`src/design/matrix_saddle_point_detect_top_macros.svh`:
```
// ----------------------------------------------------------------------------
// Saddle point detector assertion macros
// Shared concurrent assertion forms used by the saddle point detector.
// ----------------------------------------------------------------------------
`ifndef MATRIX_SADDLE_POINT_DETECT_TOP_MACROS_SVH
`define MATRIX_SADDLE_POINT_DETECT_TOP_MACROS_SVH

// The consequent must hold in the same cycle as the antecedent.
`define SADP_ASSERT_SAME(name, clk_sig, rst_sig, ante, cons, msg) \
  name: assert property (@(posedge clk_sig) disable iff (rst_sig) (ante) |-> (cons)) \
    else $error(msg);

// The consequent must hold in the cycle after the antecedent.
`define SADP_ASSERT_NEXT(name, clk_sig, rst_sig, ante, cons, msg) \
  name: assert property (@(posedge clk_sig) disable iff (rst_sig) (ante) |=> (cons)) \
    else $error(msg);

`endif

```
`src/design/sadp_ram.sv`:
```
// ----------------------------------------------------------------------------
// Generic simple dual-port RAM
// One write port and one read port with registered read data.
// ----------------------------------------------------------------------------
module sadp_ram #(
  parameter int WIDTH = 32,
  parameter int DEPTH = 64
) (
  input  logic                                     clk,
  input  logic                                     we,
  input  logic [((DEPTH > 1) ? $clog2(DEPTH) : 1)-1:0] waddr,
  input  logic [WIDTH-1:0]                         wdata,
  input  logic [((DEPTH > 1) ? $clog2(DEPTH) : 1)-1:0] raddr,
  output logic [WIDTH-1:0]                         rdata
);

  logic [WIDTH-1:0] mem [DEPTH];

  always_ff @(posedge clk) begin
    if (we) begin
      mem[waddr] <= wdata;
    end
    rdata <= mem[raddr];
  end

endmodule

```
`config.mk`:
```
export PLATFORM = sky130hd
export DESIGN_NAME = sadp_ram
export DESIGN_NICKNAME = d
export VERILOG_FILES = /design/src/design/matrix_saddle_point_detect_top_macros.svh /design/src/design/sadp_ram.sv
export SDC_FILE = /design/constraint.sdc
export NUM_CORES = 2
export LEC_CHECK = 0
export ABC_AREA = 0
export BUFFER_PORTS_ARGS = -buffer_cell sky130_fd_sc_hd__buf_2
export CORE_AREA = 5 5 518 520
export DETAILED_ROUTE_END_ITERATION = 10
export DIE_AREA = 0 0 523 525
export PLACE_DENSITY_LB_ADDON = 0.1
export SYNTH_ARGS = -nofsm -noshare
export SYNTH_HDL_FRONTEND = slang
export SYNTH_SLANG_ARGS = --single-unit
```
`constraint.sdc`:
```
create_clock -name clk -period 9.4 [get_ports clk]
set_input_delay 1.41 -clock clk [delete_from_list [all_inputs] [get_ports clk]]
set_output_delay 1.41 -clock clk [all_outputs]
set_load 0.005 [all_outputs]
```
; Yosys cells after proc, flatten, opt, wreduce, memory -nomap -nowiden
; Memories as Yosys holds them, arrays and structs flattened. A register that Yosys moved wholly into a read port is not among the register bits.
; Index checks and enable logic that the tools add are counted.
[classes]
n_addsub = 0
n_mul = 0
div_mod_pow = 0
n_lt_le_gt_ge = 0
eq_ne = 0
n_shift = 0
muxes = 2
bitwise = 0
n_reduce_logical = 0
[ops]
columns = op, count
row1 = two-way mux 1 bit, 2
[word_totals]
reg_bits = 0
latch_bits = 0
mem_bits_rw = 2048
romBits = 0
input_bits = 46
output_inout_bits = 32
wordCells = 3
mem_count = 1
[mem_list]
columns = memory, words, width, rd, rd_clocked_by_memory_dff, wr, line
row1 = mem, 64, 32, 1, 1, 1, sadp_ram.sv:17  ; logic [WIDTH-1:0] mem [DEPTH];

; Logic depth before layout (Yosys ltp)
[logic_depth]
depth_word = 2
mapped_depth = 10

; Least setup slack after synthesis
; No wires, ideal clock.
[synth_path]
kind = input to register
from = in waddr[3] (netlist name)
to = mem mem[48][0], enable pin
setup_time_ns = 0.461
t_arrival_ns = 4.109
required_ns = 8.939
path_slack_ns = 4.830
stages = 4
n_path_buf = 1
path_cell_list = clkbuf_1 > nor2b_1 > nand4b_1 > nor3_1
[synth_rtl]
columns = element, line
row1 = "start, declared", sadp_ram.sv:11  ; input logic [((DEPTH > 1) ? $clog2(DEPTH) : 1)-1:0] waddr,
row2 = "end, declared", sadp_ram.sv:17
; Straight into the memory's write port.

==> results.md <==
* Clock Skew at 0.0206 ns
* DR WL/cell at 32.5 um
* Max_cap viols at 0
* Netlist cell types at 34
* FMAX at 232 MHz
* Largest area contributor in the netlist: edfxtp_1
* CP Class: input pin to register
* Grt ovf at 0
* H-tree lvl count at 4
* GPL Wtd Cong at 0.707
* Routed wire length at 238,000 um
* Mean post-synth cell area at 23.6 um^2
* Post-CTS Resized at 0
* Setup repair bufs after CTS at 0
* Slew Limit Fails at 0
* Gate count after technology mapping at 3,324
* Post-route setup TNS at 0 ns
* Die height at 525 um
* Clk buf depth at 3
* Crit-path max cell delay at 0.82 ns
* CTS Sinks at 2,080
* Crit-path cells: buf_8 -> buf_12 -> buf_4 -> mux4_2 -> mux2i_1 -> a21oi_1 -> a21oi_1 -> nor2_1
* Hold Path Depth at 4
* Most used cell, CP: a21oi_1
* Clock Pin Slew Worst Setup and Hold Paths at 0.06 ns
* Peak VDD IR at 0.198 mV
* DRC at 0
* R2r setup slk at 6.97 ns
* Syn_nets at 3,370
* # nets final at 3,620
* Non-filler cells, final at 7,307
* Yosys top cell area share at 0.783
* Placed cells at 6,883
* Minimum clock period after layout at 4.30 ns
* Tcrit/Tclk final at 0.458
* Total core area at 0.264 mm^2
* Storage element area at 0.0621 mm^2
* Total Power at 0.0200 W
* Status: complete, no violations
* Commonest non-fill, non-tap cells in the layout: edfxtp_1, mux4_2, clkbuf_16, buf_4, mux2i_1
* Routed via count at 36,400
* Final Setup Violations at 0
* Port bufs at 77
* Number of global-route vias before repair at 38,000
* Top FF cell, synth: edfxtp_1
* Critical path data required time at 10.08 ns
* Share of cells above drive strength 1 at 0.304
* CTS tree: done
* Lkg Pwr at 27.9 nW
* Largest net degree at the start of global routing at 100
* Global-route wire length before repair at 326,000 um
* Worst skew pair latency at 0.85 ns
* Final Util at 0.346
* Row count at 189
* Hold Buf Count CTS at 0
* Most common cell after layout, fill and taps aside: edfxtp_1
* Initial antenna violation count at 20
* CP max FO at 66
* WHS Endpoint: rdata[8]
* Die ar. at 0.275 mm^2
* Internal Power at 0.0157 W
* Layout fillers at 24,400
* P_sw at 0.00432 W
* Worst EP arrival at 4.99 ns
* Crit-path slowest cell: a21oi_1
* Final hold violation count at 0
* TritonRoute pass-1 iters at 7
* Iter 0 DRT Violations at 3,456
* Synth Register Bits at 2,080
* Die Width at 523 um
* Post-DP HPWL at 123,000 um
* GRT Util Overall at 0.171
* Clk Tree Root Cell: clkbuf_16
* Critical Path Sink Type: register
* Multi-input logic area at 0.0160 mm^2
* Syn-to-layout area delta at 16.2%
* Capturing point of the worst reg2reg path: rdata[6]
* Synth Cell Area at 0.0785 mm^2
* Hold Slack at 0.739 ns
* Vias per inst at 4.98
* Initial Util at 0.298
* Sequential share of the synthesized area at 0.791
* Synth async-reset ratio at 0
* Synth area leaders: edfxtp_1, mux4_2, mux2i_1
* Num CTS Buffers at 222
* Pwr Density at 219 mW/mm^2
* RSZ-0062 raised after global routing: false
* RR Startpoint: mem[35][6]
* Hold_sp: mem[13][8]
* Yosys warning count at 0
* Final antenna-violating net count at 0
* Comb pwr share at 0.047
* Number of flops mapped to enable cells by yosys at 2,048
* Reg power frac at 0.516
* Sw Ratio at 0.216
* Max-slew headroom at 0.214
* Worst slew pin tran at 1.18 ns
* Clock power frac at 0.436
* CP Launch Type: input pin
* Min-Delay Path Class: register to register
* FF-to-FF path depth at 5
* IO Pins at 78
==> cells by family after synthesis <==
logic type / after synthesis / synth area share
AO/OA/AOI/OAI: 202 / 0.0167
buffers and inverters: 182 / 0.0113
flip-flops: 2080 / 0.791
multiplexers: 637 / 0.168
AND/OR/NAND/NOR: 223 / 0.0127
==> power groups by stage <==
stage	registers [W]	clock network, W	logic [W]
detailed placement	0.0105	0	0.000977
global route	0.0103	0.00937	0.00101
CTS	0.0103	0.00896	0.000978
finish	0.0103	0.00872	0.000942
floorplan	0.0105	0	0.000499
global placement	0.0105	0	0.000977
==> Yosys cell counts, types with 2 or more instances <==
library cell	count
nor2b_1	15
or3b_2	3
nor2_1	137
or3b_1	2
a311oi_1	8
nand3b_1	5
a22oi_1	12
o32ai_1	4
clkbuf_1	74
mux2i_1	93
and2_1	2
a21oi_1	62
nand3_1	5
buf_4	25
or3_1	3
buf_2	57
nor3_1	7
edfxtp_1	2048
and3_1	4
dfxtp_1	32
buf_1	21
mux4_2	544
o22ai_1	84
o221ai_1	27
nand2b_1	8
buf_6	5
nand4_1	2
a41o_1	4
nand2_1	26
==> how the worst max path moves through the flow <==
stage,from,to,depth (start not counted)
after floorplan,waddr[3],mem[48][0],4
after global placement,raddr[0],rdata[5],8
after detailed placement,raddr[0],rdata[5],8
after CTS,raddr[0],rdata[5],8
after global routing,raddr[0],rdata[5],8
final,raddr[0],rdata[5],8
==> worst max-delay path: cells and delay by family <==
| kind | cells | cell delay [ns] |
|---|---|---|
| and+or+nand+nor | 1 | 0.06 |
| AOI/OAI and AO/OA | 2 | 0.98 |
| buffers and inverters | 3 | 1.48 |
| muxes | 2 | 0.76 |
==> through the flow <==
step / setup slack, ns / area [um^2]
2_1_floorplan: 4.83 / 78500
3_3_place_gp: 4.08 / 84000
3_5_place_dp: 4.10 / 84000
4_1_cts: 5.05 / 91200
5_1_grt: 4.90 / 91200
6_report: 5.10 / 91300
==> per-layer routing <==
metal | wire length (um) | vias up | GRT usage
met4 | 5700 | 4 | 0.0418
li1 | - | 14800 | -
met1 | 109000 | 20300 | 0.247
met3 | 11200 | 321 | 0.0292
met5 | 34 | - | 0
met2 | 111000 | 930 | 0.270
==> flip-flops by register name, summed over array words and instances (netlist names) <==
register / count
mem: 2048
rdata: 32
==> final cells by class <==
| class | count | area share |
|---|---|---|
| diodes | 3 | 0.0000823 |
| clock buffers | 299 | 0.0661 |
| flip-flops and latches | 2080 | 0.681 |
| clock inverters | 122 | 0.0131 |
| repair buffers | 208 | 0.0162 |
| well taps | 3533 | 0.0484 |
| multi-input cells | 1062 | 0.175 |
No activity file was read; power rests on OpenSTA's default activity.
