## config.mk

```make
export PLATFORM = sky130hd
export DESIGN_NAME = sadp_load
export DESIGN_NICKNAME = d
export VERILOG_FILES = /design/src/design/matrix_saddle_point_detect_top_macros.svh /design/src/design/sadp_pkg.sv /design/src/design/sadp_load.sv
export SDC_FILE = /design/constraint.sdc
export NUM_CORES = 1
export LEC_CHECK = 0
export ABC_CLOCK_PERIOD_IN_PS = 9600
export BUFFER_PORTS_ARGS = -buffer_cell sky130_fd_sc_hd__buf_2
export CAP_MARGIN = 20
export CORE_MARGIN = 2
export CORE_UTILIZATION = 45
export DETAILED_ROUTE_END_ITERATION = 16
export PLACE_DENSITY_LB_ADDON = 0.2
export SLEW_MARGIN = 40
export SYNTH_ARGS = -nofsm -noshare
export SYNTH_HDL_FRONTEND = slang
export SYNTH_SLANG_ARGS = --single-unit
```

## constraint.sdc

```tcl
create_clock -name clk -period 9.6 [get_ports clk]
set_input_delay 0.96 -clock clk [delete_from_list [all_inputs] [get_ports clk]]
set_output_delay 0.96 -clock clk [all_outputs]
set_load 0.01 [all_outputs]
```

## src/design/matrix_saddle_point_detect_top_macros.svh

```systemverilog
// ----------------------------------------------------------------------------
// Saddle point detector assertion macros
// Shared concurrent assertion forms used by the saddle point detector.
// ----------------------------------------------------------------------------
`ifndef MATRIX_SADDLE_POINT_DETECT_TOP_MACROS_SVH
`define MATRIX_SADDLE_POINT_DETECT_TOP_MACROS_SVH

// The consequent must hold in the same cycle as the antecedent.
`define SADP_ASSERT_SAME(name, clk_sig, rst_sig, ante, cons, msg) \
  name: assert property (@(posedge clk_sig) disable iff (rst_sig) (ante) |-> (cons)) \
    else $error(msg);

// The consequent must hold in the cycle after the antecedent.
`define SADP_ASSERT_NEXT(name, clk_sig, rst_sig, ante, cons, msg) \
  name: assert property (@(posedge clk_sig) disable iff (rst_sig) (ante) |=> (cons)) \
    else $error(msg);

`endif

```

## src/design/sadp_pkg.sv

```systemverilog
// ----------------------------------------------------------------------------
// Saddle point detector package
// Sizes, types and helper functions shared by the saddle point detector.
// ----------------------------------------------------------------------------
package sadp_pkg;

  localparam int MAX_DIM     = 64;
  localparam int DIM_W       = (MAX_DIM > 1) ? $clog2(MAX_DIM) : 1;
  localparam int STORE_DEPTH = MAX_DIM * MAX_DIM;
  localparam int ADDR_W      = (STORE_DEPTH > 1) ? $clog2(STORE_DEPTH) : 1;
  localparam int ELEM_W      = 32;
  localparam int CNT_W       = 7;
  localparam int SPAN_W      = 2 * ELEM_W;

  typedef logic signed [ELEM_W-1:0] elem_t;
  typedef logic [DIM_W-1:0]         dim_t;
  typedef logic [ADDR_W-1:0]        addr_t;
  typedef logic [CNT_W-1:0]         cnt_t;

  typedef struct packed {
    elem_t hi;
    elem_t lo;
  } span_t;

  typedef enum logic [1:0] {
    ST_LOAD,
    ST_CHECK,
    ST_FINISH
  } state_t;

  typedef enum logic [0:0] {
    REG_ROW_COUNT = 1'b0,
    REG_COL_COUNT = 1'b1
  } cfg_reg_t;

  typedef struct packed {
    logic active;
    logic matrix_done;
  } load_stat_t;

  typedef struct packed {
    logic issue_last;
    logic cmp_valid;
    logic found;
  } check_stat_t;

  // Index of the last row or column in use for a programmed count.
  function automatic dim_t last_index(cnt_t v);
    dim_t res;
    if (v == '0) begin
      res = '0;
    end else if (int'(v) > MAX_DIM) begin
      res = DIM_W'(MAX_DIM - 1);
    end else begin
      res = DIM_W'(v - 1'b1);
    end
    return res;
  endfunction

  function automatic span_t merge_span(span_t s, elem_t e);
    span_t res;
    res.lo = (e < s.lo) ? e : s.lo;
    res.hi = (e > s.hi) ? e : s.hi;
    return res;
  endfunction

endpackage

```

## src/design/sadp_load.sv

```systemverilog
// ----------------------------------------------------------------------------
// Saddle point detector load stage
// Stores each element beat and keeps running row and column extremes.
// ----------------------------------------------------------------------------
module sadp_load (
  input  logic                clk,
  input  logic                rst,
  input  logic                clear,
  input  logic                accept,
  input  sadp_pkg::elem_t     element,
  input  sadp_pkg::dim_t      last_col,
  input  sadp_pkg::dim_t      last_row,
  output logic                elem_we,
  output sadp_pkg::addr_t     elem_waddr,
  output sadp_pkg::elem_t     elem_wdata,
  output sadp_pkg::dim_t      col_raddr,
  input  sadp_pkg::span_t     col_rdata,
  output logic                col_we,
  output sadp_pkg::dim_t      col_waddr,
  output sadp_pkg::span_t     col_wdata,
  output logic                row_we,
  output sadp_pkg::dim_t      row_waddr,
  output sadp_pkg::span_t     row_wdata,
  output sadp_pkg::load_stat_t stat
);
  import sadp_pkg::*;

  dim_t  cpos;
  dim_t  rpos;
  addr_t lpos;

  logic  s1_valid;
  elem_t s1_elem;
  dim_t  s1_col;
  dim_t  s1_row;
  logic  s1_first_row;
  logic  s1_row_end;
  logic  s1_last;

  span_t row_span;
  logic  bp_valid;
  dim_t  bp_col;
  span_t bp_span;

  span_t col_prev;
  span_t col_new;
  span_t row_new;
  logic  at_row_end;
  logic  at_last;

  assign at_row_end = (cpos == last_col);
  assign at_last    = at_row_end && (rpos == last_row);

  always_ff @(posedge clk) begin
    if (rst || clear) begin
      cpos <= '0;
      rpos <= '0;
      lpos <= '0;
    end else if (accept) begin
      if (at_row_end) begin
        cpos <= '0;
        if (at_last) begin
          rpos <= '0;
          lpos <= '0;
        end else begin
          rpos <= rpos + 1'b1;
          lpos <= lpos + 1'b1;
        end
      end else begin
        cpos <= cpos + 1'b1;
        lpos <= lpos + 1'b1;
      end
    end
  end

  always_ff @(posedge clk) begin
    if (rst) begin
      s1_valid <= 1'b0;
      bp_valid <= 1'b0;
    end else begin
      s1_valid <= accept;
      bp_valid <= s1_valid;
    end
  end

  always_ff @(posedge clk) begin
    if (accept) begin
      s1_elem      <= element;
      s1_col       <= cpos;
      s1_row       <= rpos;
      s1_first_row <= (rpos == '0);
      s1_row_end   <= at_row_end;
      s1_last      <= at_last;
    end
    if (s1_valid) begin
      row_span <= row_new;
    end
    bp_col  <= s1_col;
    bp_span <= col_new;
  end

  // The column entry written in the previous cycle is not yet visible at the
  // RAM output, so it is forwarded when the same column comes back.
  always_comb begin
    col_prev = (bp_valid && (bp_col == s1_col)) ? bp_span : col_rdata;
    if (s1_first_row) begin
      col_new = '{hi: s1_elem, lo: s1_elem};
    end else begin
      col_new = merge_span(col_prev, s1_elem);
    end
    if (s1_col == '0) begin
      row_new = '{hi: s1_elem, lo: s1_elem};
    end else begin
      row_new = merge_span(row_span, s1_elem);
    end
  end

  assign elem_we    = accept;
  assign elem_waddr = lpos;
  assign elem_wdata = element;
  assign col_raddr  = cpos;

  assign col_we    = s1_valid;
  assign col_waddr = s1_col;
  assign col_wdata = col_new;
  assign row_we    = s1_valid && s1_row_end;
  assign row_waddr = s1_row;
  assign row_wdata = row_new;

  assign stat.active      = s1_valid;
  assign stat.matrix_done = s1_valid && s1_last;

endmodule

```

* Word-level counts from Yosys, hierarchy flattened
Cells that the tools add are included.
** Storage, ports and cells
- Flip-flop bits (word level) :: 207
- Input port bits :: 112
** Operators by class
- Add/sub/neg operators :: 3
- Magnitude comparators :: 4
- Eq/ne operators :: 3
- Multiplexer cells :: 11
- Reduce and logical (&&, ||, !) cells :: 8
** Operators by type and width (number)
- $mux 64 :: 3
- $mux 32 :: 4
- $gt 32x32->1 :: 2
- $lt 32x32->1 :: 2
- $mux 12 :: 2
- $eq 6x6->1 :: 3
- $add 12x1->12 const B :: 1
- $add 6x1->6 const B :: 2
- $logic_not 6->1 :: 2
- $mux 6 :: 2
- $logic_and 1x1->1 :: 4
- $reduce_and 2->1 :: 1
- $logic_or 1x1->1 :: 1

* Depth between registers and ports, before layout
- Depth after elaboration :: 6
- Depth in mapped cells :: 19
- Depth with buffers taken out :: 13

* Worst setup path after synthesis
Ideal clock, no wire load.
- Kind :: register to output
- Start :: register s1_col[2], in the netlist col_waddr[2]
- End :: output col_wdata[33] (netlist bit)
- Arrival time :: 4297 ps
- Setup slack :: 4343 ps
- Stages on the path, launching flop included :: 19
- Buffers on the path :: 5
- Cells stage by stage :: edfxtp_1 > xnor2_1 > nand3_1 > nor3_1 > buf_2 > buf_2 > buf_4 > buf_2 > mux2i_1 > ha_1 > a21o_1 > a21o_1 > a221oi_1 > nor3_1 > nor4_1 > nor3_1 > nor3_2 > buf_4 > mux2i_1
** RTL lines
- from (decl) :: RTL line sadp_load.sv:34 : dim_t s1_col;
- from (signal assigned) :: RTL line sadp_load.sv:89 : s1_col <= cpos;
- to (decl) :: RTL line sadp_load.sv:20 : output sadp_pkg::span_t col_wdata,

==> metrics.txt <==
outcome finished, final reports clean; Hold Path Cell Cnt 0; Max clock buf depth 3; RSZ-0062 raised after global routing no; port bufs 306; area share of the largest cell type after synthesis 26.1%; post-synth top area cell edfxtp_1; leakage power 0.00696 uW; Most Used Layer, Global Route met2; Post-Syn Area 12700 um2; total clock sinks 207; Overflow after GRT 0; first-pass GRT wire length 56.8 mm; met2 usage 40.3%; register area share after synthesis 41.2%; fin crit share 71.6%; Yosys cell types 56; syn nets 1457; Worst slew margin 44.9%; Initial Util 45.8%; gr usage total 24.7%; Detailed Place HPWL 27.4 mm; Max stage delay cell, worst path buf_4; clock latency on the worst-skew pair 0.54 ns; Finished Layout Cells 1868; Clock Skew 0.00968 ns; commonest non-fill, non-tap cell in the layout buf_2; Crit path largest cell delay 0.57 ns; DP Cell Count 1819; Clock Pin Slew Worst Setup and Hold Paths 0.06 ns; Peak Freq 145 MHz; die area 29700 um2; Slew @ Worst Pin 0.827 ns; Hold WS 0.434 ns; Core ar. 27900 um2; PD cells 179 nW/um2; buffers and inverters on the worst path 3; Rows 61; final setup fails 0; Post-synth top flop edfxtp_1; syn avg cell area 10.5 um2; CP Capture Type output pin; critical path class register to output pin; Hold Buf Count CTS 0; met3 usage 5.17%; hold crit path type register to register; Total Routed Length 37.7 mm; GR Util met1 33.3%; CTS buffer count 26; critical path's top delay family simple AND/OR/NAND/NOR gates; final total negative setup slack 0 ns; share of layout cells above drive strength 1 25.3%; via count 10500; yosys warns 0; Final ANT Viol Nets 0; CTS tree built; chip width 172 um; Worst setup SP type register; Req. time, crit path 8.64 ns; First DRT Iteration DRCs 638; H-tree depth 1; vias in the first global route 10200; Ports 307; Area contributors post-synth edfxtp_1, dfxtp_1, ha_1; largest net degree at the start of global routing 68; number of synthesized flops with an enable pin 111; Nets 1712; Max IR drop VDD 0.138 mV; crit path DAT 5.91 ns; Stages on worst setup path 16; # Post-CTS Setup Buffers 0; die height 172 um; CTS Root Cell clkbuf_16; post-synthesis instance total 1215; DR WL/cell 20.2 um; commonest non-fill, non-tap cells in the layout buf_2, mux2i_1, ha_1; Max Cap Violations 0; Synth Register Bits 207; DR DRC count 0; largest fanout on the critical path 33; critical path cell sequence xnor2_1, nand3_1, nor3_2, buf_4, mux2i_1, ha_1, a21oi_1, o21ai_0, a221oi_1, nor3_1, nor4_1, nor3_1, nor3_4, buf_4, mux2_2, buf_2; post_cts resized 0; final instance area 15200 um2; RePlAce Congestion 0.822; Reg2Reg Depth 15; vias per cell 5.64; n_diodes 0; fraction of registers with async set/reset 0%; DR pass1 iterations 6; initial antenna violation count 3; Slew Viols, Final 0; crit path time final 6.87 ns; dpl cell area 14300 um2; Area growth, synth to finish 19.3%; Hold Fails Final Rpt 0
[power breakdown]
group	switching (uW)	internal, uW	total [uW]	leakage, uW
Clock	387	597	985	0.000418
Sequential	46.5	1020	1070	0.00187
Combinational	409	265	674	0.00468
Total	843	1890	2730	0.00696
[logic make-up (layout without fill, tap and decap cells)]
group	Yosys count	count (layout)	share of synthesized area, %
and+or+nand+nor	282	282	11.7
xor gates and xnor gates	38	38	2.61
adders and majority gates	130	130	12.8
buffers and inverters	198	473	7.51
DFF	207	207	41.2
muxes	162	162	12.8
AOI/OAI and AO/OA	198	198	11.4
[Yosys cell counts (3+ instances only)]
cell type and count:
nand4_1 42, o31ai_1 17, o21a_1 4, o211ai_1 21, buf_2 18, nor3_1 84
and3_1 4, buf_4 45, mux2_2 5, nor2_1 45, nor4_1 7, o311ai_0 6
a211o_1 17, a41oi_1 16, nand3_1 17, and2_1 3, dfxtp_1 96, a211oi_1 6
ha_1 130, or3_1 34, a21oi_1 33, o311ai_1 10, and4_1 5, inv_1 104
mux2i_1 157, buf_6 3, xor2_1 18, a21o_1 30, edfxtp_1 111, o21ai_0 16
nor2b_1 8, xnor2_1 20, nand2_1 25, clkbuf_1 26, a221oi_1 5
[sequential cells by signal (all words and copies together) (netlist names)]
name          flops
s1_elem          32
row_waddr         6
row_span         64
s1_last           1
bp_col            6
col_waddr         6
s1_first_row      1
s1_row_end        1
elem_waddr       12
col_raddr         6
rpos              6
bp_valid          1
bp_span          64
col_we            1
[layer usage]
metal	vias up	routed length, um
li1	5034	-
met1	5004	16900
met2	439	17000
met3	61	2810
met4	4	880
met5	-	27
[final cells by class]
cell class,instances,area (um2)
Clock buffer,34,702
Clock inverter,14,163
Fill cell,2545,12700
Inverter,105,394
Multi-Input combinational cell,810,6570
Sequential cell,207,5260
Tap cell,378,473
Timing Repair Buffer,320,1650
[worst paths after layout]
check                                     end  slack (ns)    startpoint
worst max-delay path            col_wdata[32]        2.73  col_waddr[2]
worst min-delay path                bp_col[0]        0.43  col_waddr[0]
worst max register to register    bp_span[32]        4.25  col_waddr[2]
worst min register to register      bp_col[0]        0.43  col_waddr[0]
[metrics by stage]
step | util (%) | power [uW] | setup WS, ns
final | 54.6 | 2730 | 2.73
after global routing | 54.6 | 2850 | 2.37
after CTS | 54.5 | 2740 | 2.62
after detailed placement | 51.4 | 1750 | 3.23
after global placement | 51.4 | 1740 | 3.33
after floorplan | - | 1500 | 4.34
Note: power is estimated with default switching activity, not from simulation.
