File: config.mk
export PLATFORM = sky130hd
export DESIGN_NAME = sadp_check
export DESIGN_NICKNAME = d
export VERILOG_FILES = /design/src/design/matrix_saddle_point_detect_top_macros.svh /design/src/design/sadp_pkg.sv /design/src/design/sadp_check.sv
export SDC_FILE = /design/constraint.sdc
export NUM_CORES = 1
export LEC_CHECK = 0
export BUFFER_PORTS_ARGS = -buffer_cell sky130_fd_sc_hd__buf_2
export CAP_MARGIN = 25
export CORE_AREA = 5 5 142 90
export DETAILED_ROUTE_END_ITERATION = 10
export DIE_AREA = 0 0 147 95
export GPL_ROUTABILITY_DRIVEN = 1
export PLACE_DENSITY = 0.48
export SETUP_SLACK_MARGIN = 0.2
export SYNTH_ARGS = -nofsm -noshare
export SYNTH_HDL_FRONTEND = slang
export SYNTH_SLANG_ARGS = --single-unit
export TNS_END_PERCENT = 10
File: constraint.sdc
create_clock -name clk -period 3.4 [get_ports clk]
set_input_delay 0.17 -clock clk [delete_from_list [all_inputs] [get_ports clk]]
set_output_delay 0.17 -clock clk [all_outputs]
set_load 0.01 [all_outputs]
File: src/design/matrix_saddle_point_detect_top_macros.svh
// ----------------------------------------------------------------------------
// Saddle point detector assertion macros
// Shared concurrent assertion forms used by the saddle point detector.
// ----------------------------------------------------------------------------
`ifndef MATRIX_SADDLE_POINT_DETECT_TOP_MACROS_SVH
`define MATRIX_SADDLE_POINT_DETECT_TOP_MACROS_SVH

// The consequent must hold in the same cycle as the antecedent.
`define SADP_ASSERT_SAME(name, clk_sig, rst_sig, ante, cons, msg) \
  name: assert property (@(posedge clk_sig) disable iff (rst_sig) (ante) |-> (cons)) \
    else $error(msg);

// The consequent must hold in the cycle after the antecedent.
`define SADP_ASSERT_NEXT(name, clk_sig, rst_sig, ante, cons, msg) \
  name: assert property (@(posedge clk_sig) disable iff (rst_sig) (ante) |=> (cons)) \
    else $error(msg);

`endif

File: src/design/sadp_pkg.sv
// ----------------------------------------------------------------------------
// Saddle point detector package
// Sizes, types and helper functions shared by the saddle point detector.
// ----------------------------------------------------------------------------
package sadp_pkg;

  localparam int MAX_DIM     = 64;
  localparam int DIM_W       = (MAX_DIM > 1) ? $clog2(MAX_DIM) : 1;
  localparam int STORE_DEPTH = MAX_DIM * MAX_DIM;
  localparam int ADDR_W      = (STORE_DEPTH > 1) ? $clog2(STORE_DEPTH) : 1;
  localparam int ELEM_W      = 32;
  localparam int CNT_W       = 7;
  localparam int SPAN_W      = 2 * ELEM_W;

  typedef logic signed [ELEM_W-1:0] elem_t;
  typedef logic [DIM_W-1:0]         dim_t;
  typedef logic [ADDR_W-1:0]        addr_t;
  typedef logic [CNT_W-1:0]         cnt_t;

  typedef struct packed {
    elem_t hi;
    elem_t lo;
  } span_t;

  typedef enum logic [1:0] {
    ST_LOAD,
    ST_CHECK,
    ST_FINISH
  } state_t;

  typedef enum logic [0:0] {
    REG_ROW_COUNT = 1'b0,
    REG_COL_COUNT = 1'b1
  } cfg_reg_t;

  typedef struct packed {
    logic active;
    logic matrix_done;
  } load_stat_t;

  typedef struct packed {
    logic issue_last;
    logic cmp_valid;
    logic found;
  } check_stat_t;

  // Index of the last row or column in use for a programmed count.
  function automatic dim_t last_index(cnt_t v);
    dim_t res;
    if (v == '0) begin
      res = '0;
    end else if (int'(v) > MAX_DIM) begin
      res = DIM_W'(MAX_DIM - 1);
    end else begin
      res = DIM_W'(v - 1'b1);
    end
    return res;
  endfunction

  function automatic span_t merge_span(span_t s, elem_t e);
    span_t res;
    res.lo = (e < s.lo) ? e : s.lo;
    res.hi = (e > s.hi) ? e : s.hi;
    return res;
  endfunction

endpackage

File: src/design/sadp_check.sv
// ----------------------------------------------------------------------------
// Saddle point detector check sequencer
// Walks the stored matrix once and tests each element against its extremes.
// ----------------------------------------------------------------------------
module sadp_check (
  input  logic                 clk,
  input  logic                 rst,
  input  logic                 start,
  input  sadp_pkg::dim_t       last_col,
  input  sadp_pkg::dim_t       last_row,
  output sadp_pkg::addr_t      elem_raddr,
  output sadp_pkg::dim_t       row_raddr,
  output sadp_pkg::dim_t       col_raddr,
  input  sadp_pkg::elem_t      elem_rdata,
  input  sadp_pkg::span_t      row_rdata,
  input  sadp_pkg::span_t      col_rdata,
  output sadp_pkg::check_stat_t stat
);
  import sadp_pkg::*;

  logic  active;
  dim_t  kc;
  dim_t  kr;
  addr_t kidx;
  logic  cmp_valid;
  logic  found;
  logic  issue_last;
  logic  hit;

  assign issue_last = active && (kc == last_col) && (kr == last_row);

  always_ff @(posedge clk) begin
    if (rst) begin
      active    <= 1'b0;
      kc        <= '0;
      kr        <= '0;
      kidx      <= '0;
      cmp_valid <= 1'b0;
      found     <= 1'b0;
    end else begin
      cmp_valid <= active;
      if (start) begin
        active <= 1'b1;
        kc     <= '0;
        kr     <= '0;
        kidx   <= '0;
        found  <= 1'b0;
      end else begin
        if (active) begin
          kidx <= kidx + 1'b1;
          if (kc == last_col) begin
            kc <= '0;
            kr <= kr + 1'b1;
            if (kr == last_row) begin
              active <= 1'b0;
            end
          end else begin
            kc <= kc + 1'b1;
          end
        end
        if (cmp_valid && hit) begin
          found <= 1'b1;
        end
      end
    end
  end

  assign hit = ((elem_rdata == row_rdata.lo) && (elem_rdata == col_rdata.hi)) ||
               ((elem_rdata == row_rdata.hi) && (elem_rdata == col_rdata.lo));

  assign elem_raddr = kidx;
  assign row_raddr  = kr;
  assign col_raddr  = kc;

  assign stat.issue_last = issue_last;
  assign stat.cmp_valid  = cmp_valid;
  assign stat.found      = found;

endmodule

[Word level (Yosys, flattened, before mapping)]
Index checks and enable logic that the tools add are counted.
Word-level totals
  input bits: 175
  flip-flop bits (word level): 27
Operators by class
  multiplexer cells: 5
  equal/unequal tests: 6
  reduce and logical (&&, ||, !) cells: 8
  add/sub/neg operators: 3
Operators with widths (number)
  32-bit == test: 4
  12-bit by 1-bit adder with 12-bit output (second input constant): 1
  6-bit by 1-bit adder with 6-bit output (second input constant): 2
  6-bit == test: 2
  6-bit two-way mux: 1
  1-bit logical AND: 5
  1-bit two-way mux: 4
  2-bit AND reduction: 1
  2-bit OR reduction: 1
  1-bit logical OR: 1

[Depth between registers and ports, before layout]
Gate-level depths: netlist of run 1.
  word-level depth: 5
  depth in mapped cells: 6
  gate-level depth less buffers: 6

[Worst setup path after synthesis of run 1]
Ideal clock, no wire load.
  kind: flip-flop to output port
  start point: register kc[0] (netlist: col_raddr[0])
  end point: output stat[2] in the netlist's numbering
  data arrival time: 1.338 ns
  data required time: 3.230 ns
  setup slack: 1.892 ns
  stages on the path, launching flop included: 7
  cell sequence: dfxtp_1 xnor2_1 nand4_1 nor2_1 nand4_1 nor2_1 buf_4
On the way
  word-level cells in the longest chain between the ends: 3
Ends and longest elaborated chain
  from (decl): line sadp_check.sv:22  | dim_t kc;
  from (signal assigned): line sadp_check.sv:58  | kc <= kc + 1'b1;
  6-bit == test: line sadp_check.sv:30  | assign issue_last = active && (kc == last_col) && (kr == last_row);
  1-bit logical AND (2 in series): line sadp_check.sv:30
  to (decl): line sadp_check.sv:17  | output sadp_pkg::check_stat_t stat
Every way passes these cells.

==> results of run 1 <==
[per-stage QoR]
step	worst slack, ns	std cells	util [%]	power, mW	hold slack (ns)
6_report	1.43	661	32.8	0.895	0.0980
2_1_floorplan	1.89	313	-	0.453	0.237
3_3_place_gp	1.58	657	32.1	0.620	0.383
5_1_grt	1.20	661	32.8	0.941	0.0980
4_1_cts	1.41	661	32.8	0.903	0.0938
3_5_place_dp	1.55	657	32.1	0.621	0.381
[layer usage]
layer	up-vias	global-route usage [%]	share of wire, %	wire [µm]
li1	1521	-	-	-
met2	91	22.2	43	4690
met5	-	0	0	0
met4	0	1.32	0.53	58
met1	1383	22.1	50	5390
met3	4	3.36	6.6	720
[cell usage in the layout (no fill, tap or decap)]
master / netlist / layout
buf_2: 0 / 201
nand2b_1: 1 / 1
nor4_2: 2 / 2
or2_0: 1 / 1
nor3_1: 22 / 22
xor2_1: 58 / 58
o21ai_1: 1 / 1
nand2_1: 8 / 8
a2111oi_2: 1 / 1
nor4_1: 14 / 14
a21oi_1: 4 / 4
nor4b_1: 2 / 2
or3_1: 1 / 1
nand4_4: 1 / 1
clkinv_2: 0 / 1
clkbuf_16: 0 / 3
o31a_1: 1 / 1
buf_4: 3 / 1
nor2_1: 34 / 34
ha_1: 3 / 3
inv_2: 1 / 1
and3_2: 1 / 1
nand4_1: 21 / 21
nor3_2: 1 / 1
o21ai_0: 2 / 2
nand3_1: 7 / 7
mux2i_1: 3 / 3
and3_1: 25 / 25
xnor2_1: 54 / 54
dfxtp_1: 27 / 27
o22ai_1: 11 / 11
[worst paths after layout]
kind	to	slack (ns)	depth (start not counted)
worst min register to register	found	0.45	2
worst max register to register	row_raddr[5]	1.63	5
worst min-delay path	cmp_valid	0.1	2
worst max-delay path	stat[2]	1.43	6
[worst max-delay path, stage by stage, from the launching register on]
cell     delay [ns]
dfxtp_1        0.44
xnor2_1        0.15
nand4_1        0.15
nor2_1         0.34
nand4_1        0.18
nor2_1         0.13
buf_2          0.14
[cell type report]
type	count	area (µm²)
Fill cell	1254	7740
Multi-Input combinational cell	279	1950
Timing Repair Buffer	202	1010
Sequential cell	27	541
Tap cell	148	185
Clock buffer	3	75.1
Clock inverter	1	5.00
Inverter	1	3.75
[state kept, by name, summed over array words and instances, names as in the netlist]
register and count:
active 1, col_raddr 6, found 1, elem_raddr 12
cmp_valid 1, row_raddr 6
[where the power goes]
group | internal [mW] | leakage, nW | switching (mW)
combinational | 0.150 | 1.49 | 0.144
sequential | 0.319 | 0.218 | 0.00550
clock | 0.159 | 0.0409 | 0.118
total | 0.628 | 1.75 | 0.267
[kinds of logic after synthesis]
logic type               Yosys count  share of synthesized area (%)
adder cells (fa/ha/maj)            3                           1.48
XOR/XNOR                         112                           38.7
flip-flops                        27                           21.3
AO/OA/AOI/OAI                     20                           5.04
buffers and inverters              7                           1.48
multiplexers                       3                           1.19
AND/OR/NAND/NOR                  141                           30.7
==> flow_summary_export.csv, run 1 <==
group,metric,value,unit
detailed_routing,vias,2999,
cells_and_area,antenna_cells,0,
die,die_h,95,µm
global_routing,grt_max_degree,16,
synthesis,synth_cell_types,30,
sta,max_freq,507,MHz
detailed_routing,drt-total-wl,10900,µm
placement,dpl_cell_area,0.00370,mm²
min_path,hp-class,"in -> reg",
sta,rsz0062_at_grt,"no",
synthesis,yosys-top-cells-area,"dfxtp_1 21%, xor2_1 20%, xnor2_1 19%",
synthesis,synth_seq_cells,27,
synthesis,synth.most_common_cell,"xor2_1",
cells_and_area,fin_area,0.00378,mm²
clock_network,cts_tree,"done",
clock_network,ctsHoldBuffers,0,
setup_path,critPathLaunchType,"flop",
pwr,ir_drop,0.169,mV
clock_network,cts_resized,0,
run_status,outcome,"completed",
setup_path,worst_ep_required_time,3.23,ns
setup_path,cp.arrival,1.80,ns
synthesis,syn_avg_cell_area,8.09,µm²
clock_network,clock_latency,0.27,ns
sta,fin_crit_sh,58.0,%
setup_path,worstSetupStartpoint,"col_raddr[0]",
setup_path,crit_path_end_kind,"output port",
synthesis,synth-edff-count,0,
pwr,powerDensity,237,mW/mm²
clock_network,postCtsSetupRepairBufs,0,
placement,port_buffers,201,
cells_and_area,syn2layout_area_growth,49.2,%
synthesis,post-synth-top-area-fraction,21.3,%
synthesis,netlist_top_cells_count,"58 x xor2_1, 54 x xnor2_1, 34 x nor2_1",
synthesis,postSynth.asyncResetShare,0,%
synthesis,ys_seq_area_share,21.3,%
pwr,leakage,1.75,nW
synthesis,post-synth-top-area-cell,"dfxtp_1",
placement,gp_congestion,0.838,
sta,min_period,1.97,ns
cells_and_area,layout-drive-gt1-share,41.5,%
detailed_routing,firstDrtPassIters,4,
detailed_routing,wl_per_cell,16.4,µm
detailed_routing,drcViolationCount,0,
clock_network,cts_buffers,3,
synthesis,yosysWarnings,0,
synthesis,ys.flop_type,"dfxtp_1",
detailed_routing,ant_nets,0,
die,rows,31,
job,maxCapViolations,0,
sta,maxSlewHeadroom,51.0,%
clock_network,root_buffer,"clkbuf_16",
sta,finalHoldViolCount,0,
global_routing,antenna_found_initial,0,
synthesis,synthCells,313,
setup_path,r2r_start,"active",
die,io_pins,202,
sta,timing_worst_slew_pin_value,0.729,ns
die,initial_core_util,22.0,%
clock_network,cts_buffer_depth,2,
setup_path,crit_fanout,7,
synthesis,synthesis.nets,491,
die,coreArea,0.0115,mm²
sta,setup_violations,0,
die,die_x,147,µm
clock_network,path_clk_slew,0.07,ns
clock_network,cts_sinks,27,
detailed_routing,drt-initial-drc-count,178,
setup_path,worstSetupPathType,"reg -> out",
clock_network,cts_max_level,1,
synthesis,netlist_area,0.00253,mm²
sta,setup_tns,0,ns
die,die_area,0.0140,mm²
min_path,hp-start,"rst",
placement,dp_hpwl,9630,µm
detailed_routing,viasPerCell,4.54,
global_routing,grt_usage,14.7,%
global_routing,grt_pass1_vias,2843,
sta,finalMaxSlewViolations,0,
sta,fin_worst_skew,0.00412,ns
global_routing,grt_pass1_wl,16000,µm
global_routing,grt_overflow,0,
cells_and_area,fin_nets,692,
Power figures use the tool's default switching activity.
==> run 2: changes to the inputs <==
PLACE_DENSITY = 0.5   (was 0.48)
clock period = 1.6 ns   (was 3.4 ns; I/O delays follow)
==> run 2 against run 1 <==
  * Non-clock buffer count is 23 higher
  * Die area is the same
  * Combinational power rose by 130%
  * Power grew 110%
  * Largest cell class unchanged
  * Highest routed layer unchanged
==> flow_summary_export.csv, run 2 (synthesis results as in run 1) <==
group,metric,value,unit
run_status,outcome,"completed",
die,io_pins,202,
cells_and_area,layout_common_cells,"201 x buf_2, 58 x xor2_1, 51 x xnor2_1, 31 x nor2_1",
setup_path,crit_path_end_kind,"output port",
placement,port_buffers,201,
sta,max_freq,632,MHz
cells_and_area,fin_cells,684,
job,maxCapViolations,0,
die,die_h,95,µm
detailed_routing,drt-initial-drc-count,143,
global_routing,grt_max_degree,15,
sta,setup_tns,0,ns
die,die_area,0.0140,mm²
setup_path,r2r_cells,7,
sta,rsz0062_at_grt,"yes",
placement,dp.cells,677,
clock_network,cts_buffer_depth,2,
sta,timing_worst_slew_pin_value,0.392,ns
setup_path,crit_fanout,2,
detailed_routing,drt-total-wl,11000,µm
global_routing,grt-busiest-layer,"met1",
global_routing,grt_pass1_vias,2950,
setup_path,r2r_start,"col_raddr[2]",
pwr,powerDensity,478,mW/mm²
setup_path,critPathLaunchType,"flop",
cells_and_area,regArea,549,µm²
die,rows,31,
sta,fin_crit_sh,98.9,%
detailed_routing,firstDrtPassIters,4,
sta,layout_setup_ws,0.0168,ns
placement,gp_congestion,0.865,
setup_path,r2r-end,"row_raddr[4]",
min_path,hp-class,"in -> reg",
setup_path,ff2ff_setup_slack,0.02,ns
cells_and_area,finish.utilization,34.8,%
clock_network,cts_tree,"done",
setup_path,cp.arrival,1.50,ns
sta,maxSlewHeadroom,73.6,%
clock_network,cts_sinks,27,
detailed_routing,ant_nets,0,
setup_path,worstSetupPathType,"reg -> out",
sta,finalMaxSlewViolations,0,
clock_network,cts_max_level,1,
cells_and_area,syn2layout_area_growth,58.5,%
sta,fin_worst_skew,0.00182,ns
die,die_x,147,µm
sta,min_period,1.58,ns
cells_and_area,layout-drive-gt1-share,46.8,%
clock_network,clock_latency,0.26,ns
die,initial_core_util,22.0,%
cells_and_area,largest_reg_flops,12,
global_routing,antenna_found_initial,0,
cells_and_area,fin_area,0.00401,mm²
clock_network,path_clk_slew,0.07,ns
placement,dpl_cell_area,0.00386,mm²
global_routing,grt_usage,14.7,%
placement,dp_hpwl,9850,µm
pwr,ir_drop,0.345,mV
global_routing,met2_usage,22.2,%
pwr,leakage,1.88,nW
clock_network,ctsHoldBuffers,0,
cells_and_area,multiInputGateArea,0.00201,mm²
setup_path,worst_ep_required_time,1.52,ns
detailed_routing,viasPerCell,4.49,
cells_and_area,fin_nets,715,
detailed_routing,wl_per_cell,16.0,µm
setup_path,critical_path.endpoint,"stat[2]",
placement,place_ws,-0.0225,ns
detailed_routing,vias,3069,
cells_and_area,final_common_cell,"buf_2",
global_routing,use_met1,22.3,%
clock_network,cts_buffers,3,
cells_and_area,fillCellCount,1235,
sta,setup_violations,0,
clock_network,root_buffer,"clkbuf_16",
cells_and_area,antenna_cells,0,
global_routing,grt_pass1_wl,16100,µm
global_routing,grt_overflow,0,
detailed_routing,drcViolationCount,0,
setup_path,worstSetupStartpoint,"col_raddr[2]",
sta,finalHoldViolCount,0,
die,coreArea,0.0115,mm²
global_routing,use_met3,2.78,%
==> run 2: worst min-delay path by stage <==
stage | startpoint | to | slack (ns) | cells after the start
finish | rst | active | 0.006 | 2
global route | rst | active | 0.006 | 2
CTS | rst | cmp_valid | 0.002 | 2
detailed placement | rst | cmp_valid | 0.28 | 2
global placement | rst | cmp_valid | 0.28 | 2
floorplan | rst | cmp_valid | 0.15 | 1
==> run 2: report_power, final <==
group          internal, mW  switching [mW]  leakage [nW]
clock                 0.341           0.232        0.0382
combinational         0.342           0.319          1.62
sequential            0.679         0.00605         0.221
==> run 2: metal layers <==
metal  vias to the layer above  share of wire, %
li1                       1564                 -
met1                      1416                51
met2                        81                43
met3                         8               5.3
met4                         0              0.83
met5                         -                 0
==> run 2: through the flow <==
stage	hold slack, ns	power, mW
CTS	0.00219	1.94
detailed placement	0.281	1.35
global route	0.00580	2.04
global placement	0.280	1.34
floorplan	0.147	0.964
finish	0.00616	1.92
==> run 2: area by class of cell <==
class	count	area share, %
tap	148	4.61
sequential	27	13.7
multi-input combinational	279	50.1
clock buffer	4	1.96
timing repair buffer	225	29.6
inverter	1	0.0935
==> run 2: worst max-delay path, cell delays in order (launching register included) <==
cell and delay, ns:
dfxtp_2 0.36, xnor2_2 0.11, nand4_1 0.13, buf_4 0.17
nor2_4 0.11, nand4_1 0.10, nor2_1 0.11, buf_2 0.14
==> run 2: repair_timing <==
| action | in CTS | in global routing |
|---|---|---|
| gates resized for setup | 0 | 16 |
| buffers inserted | 1 | 2 |
| endpoints found under the setup margin | 9 | 17 |
| pin swaps | 1 | 19 |
==> run 3: changes to the inputs <==
ABC_AREA = 1   (was unset)
CORE_AREA = 5 5 169 106   (was 5 5 142 90)
DIE_AREA = 0 0 174 111   (was 0 0 147 95)
PLACE_DENSITY = 0.45   (was 0.5)
==> run 3 against run 2 <==
  * The run now ends with negative setup slack left
  * Final cell count increased by 76%
  * Critical path depth unchanged
  * First-iteration DRC count increased by 52%
  * Setup slack got worse by 0.10 ns
  * Clock power increased by 6.8%
  * Sequential power about the same
  * Synthesized cell count increased by 150%
  * Global-route usage decreased by 0.16 points
  * Die area increased by 38%
  * Clock skew increased by 0.0019 ns
  * Register-to-register slack improved by 0.06 ns
  * Worst hold slack improved by 0.046 ns
  * Largest power group is now combinational cells
==> flow_summary_export.csv, run 3 <==
group,metric,value,unit
die,coreArea,0.0160,mm²
job,maxCapViolations,0,
clock_network,cts_buffers,3,
clock_network,cts_sinks,27,
min_path,hp-start,"start",
run_status,violations,"negative setup slack",
global_routing,grt_pass1_vias,4322,
cells_and_area,fin_cells,1201,
synthesis,netlist_area,0.00365,mm²
global_routing,grt_max_degree,17,
setup_path,worstSetupStartpoint,"row_raddr[5]",
setup_path,cp.arrival,1.61,ns
synthesis,synth.most_common_cell,"nand2_1",
placement,dp_hpwl,13000,µm
placement,dp.cells,1193,
detailed_routing,wl_per_cell,12.3,µm
sta,fin_worst_skew,0.00377,ns
clock_network,path_clk_slew,0.07,ns
sta,layout_setup_ws,-0.0867,ns
synthesis,synthesis.nets,956,
sta,min_period,1.69,ns
detailed_routing,viasPerCell,3.96,
cells_and_area,layout_common_cells,"372 x nand2_1, 201 x buf_2, 142 x inv_1, 107 x nor2_1, 24 x xor2_1",
synthesis,post-synth-top-area-cell,"nand2_1",
cells_and_area,largest_reg_flops,12,
setup_path,crit_fanout,4,
global_routing,grt_pass1_wl,22900,µm
setup_path,r2r_start,"row_raddr[5]",
detailed_routing,drcViolationCount,0,
placement,port_buffers,201,
cells_and_area,regArea,562,µm²
detailed_routing,drt-total-wl,14800,µm
detailed_routing,ant_nets,0,
synthesis,yosys-top-cells-area,"nand2_1 39%, inv_1 15%, dfxtp_1 15%",
setup_path,cp_slowest_cell,"dfxtp_4",
synthesis,post-synth-top-area-fraction,38.9,%
setup_path,critPathLaunchType,"flop",
pwr,ir_drop,0.404,mV
synthesis,syn_avg_cell_area,4.69,µm²
synthesis,synth_cell_types,26,
detailed_routing,drt-initial-drc-count,218,
clock_network,cts_max_level,1,
sta,rsz0062_at_grt,"yes",
synthesis,postSynth.asyncResetShare,0,%
sta,finalHoldViolCount,0,
sta,maxSlewHeadroom,79.6,%
cells_and_area,multiInputGateArea,0.00263,mm²
clock_network,root_buffer,"clkbuf_16",
cells_and_area,fin_nets,1171,
synthesis,synthCells,778,
die,die_h,111,µm
clock_network,cts_buffer_depth,2,
global_routing,grt_overflow,0,
detailed_routing,firstDrtPassIters,5,
run_status,outcome,"complete, but fails checks",
synthesis,ys.flop_type,"dfxtp_1",
synthesis,synth_seq_cells,27,
setup_path,worst_ep_required_time,1.52,ns
placement,gp_congestion,0.869,
setup_path,crit_path_cell_trace,"inv_2 > nor2_2 > nor4_2 > buf_4 > nand4_1 > nor2_1 > buf_2",
setup_path,crit_path_max_incr_delay,0.36,ns
sta,fin_crit_sh,105,%
die,die_x,174,µm
die,die_area,0.0193,mm²
pwr,leakage,3.33,nW
die,rows,36,
synthesis,synth-edff-count,0,
min_path,hp-class,"in -> reg",
clock_network,clock_latency,0.27,ns
pwr,powerDensity,410,mW/mm²
cells_and_area,layout-drive-gt1-share,28.7,%
sta,finalMaxSlewViolations,0,
global_routing,grt_usage,14.6,%
synthesis,yosysWarnings,0,
detailed_routing,vias,4756,
sta,timing_worst_slew_pin_value,0.305,ns
setup_path,worstSetupPathType,"reg -> out",
die,io_pins,202,
cells_and_area,antenna_cells,0,
placement,place_ws,0.0665,ns
cells_and_area,finish.utilization,32.8,%
sta,max_freq,593,MHz
clock_network,cts_tree,"done",
cells_and_area,final_common_cell,"nand2_1",
cells_and_area,syn2layout_area_growth,44.3,%
synthesis,netlist_top_cells_count,"378 x nand2_1, 146 x inv_1, 116 x nor2_1",
setup_path,crit_path_end_kind,"output port",
cells_and_area,fillCellCount,1927,
die,initial_core_util,22.7,%
sta,setup_violations,1,
synthesis,ys_seq_area_share,14.8,%
global_routing,antenna_found_initial,2,
sta,timing.hold.ws,0.0517,ns
==> run 3: cell types whose count changed in the layout (fill, tap and decap cells not counted), sizes merged, moves of 18 or more <==
cell   change
nand2    +371
inv      +158
nor2      +85
xnor2     -52
xor2      -34
and3      -26
nor3      -21
nand4     -18
==> run 3: final timing paths <==
path                                end  slack [ns]  cells past startpoint
worst max-delay path            stat[2]       -0.09                      7
worst min-delay path             active        0.05                      3
worst max register to register   active        0.08                      8
worst min register to register    found        0.46                      2
==> run 3: area by class of cell <==
type,instances,share of cell area [%]
Tap cell,209,4.97
Inverter,159,11.4
Timing Repair Buffer,217,21.5
Sequential cell,27,10.7
Clock buffer,3,1.43
Clock inverter,1,0.143
Multi-Input combinational cell,585,49.9
==> run 3: per-stage QoR <==
| step | instance area [µm²] | setup TNS, ns | total power [mW] |
|---|---|---|---|
| after floorplan | 3650 | 0 | 1.12 |
| after global placement | 4960 | 0 | 1.54 |
| after detailed placement | 4960 | 0 | 1.55 |
| after CTS | 5160 | -0.0902 | 2.18 |
| after global routing | 5260 | -0.149 | 2.35 |
| final | 5260 | -0.0867 | 2.16 |
==> run 3: repair_timing <==
action / in CTS / in global routing
resized for setup: 28 / 29
buffers inserted: 3 / 0
pin swaps: 26 / 33
endpoints found under the setup margin: 9 / 19
endpoints found under the hold margin: 2 / 0
hold buffers: 1 / 0
==> run 3: cell families (layout without fill, tap and decap cells) <==
family / Yosys count / in the layout / synth area share [%]
buf+inv: 166 / 380 / 17.5
compound gates: 32 / 32 / 4.63
flops: 27 / 27 / 14.8
fa+ha+maj: 3 / 3 / 1.03
simple gates: 524 / 524 / 55.7
xor+xnor: 26 / 26 / 6.24
==> run 3: power by group <==
part	total (mW)	switching, mW	internal [mW]	leakage, nW
clock	0.612	0.270	0.342	0.0371
combinational	0.864	0.498	0.366	3.07
sequential	0.683	0.00915	0.674	0.224
==> run 3: critical path: cells and delay by family, from the launching register on <==
kind / cells / cell delay, ns
buf+inv: 3 / 0.34
flops: 1 / 0.36
simple gates: 4 / 0.63
==> run 3: routing by layer <==
layer	wire length, µm	vias to the layer above	global-route usage (%)
met5	19	-	0
met4	116	4	1.37
met3	963	13	3.78
met2	5460	127	19.2
met1	8270	1943	23.7
li1	-	2669	-
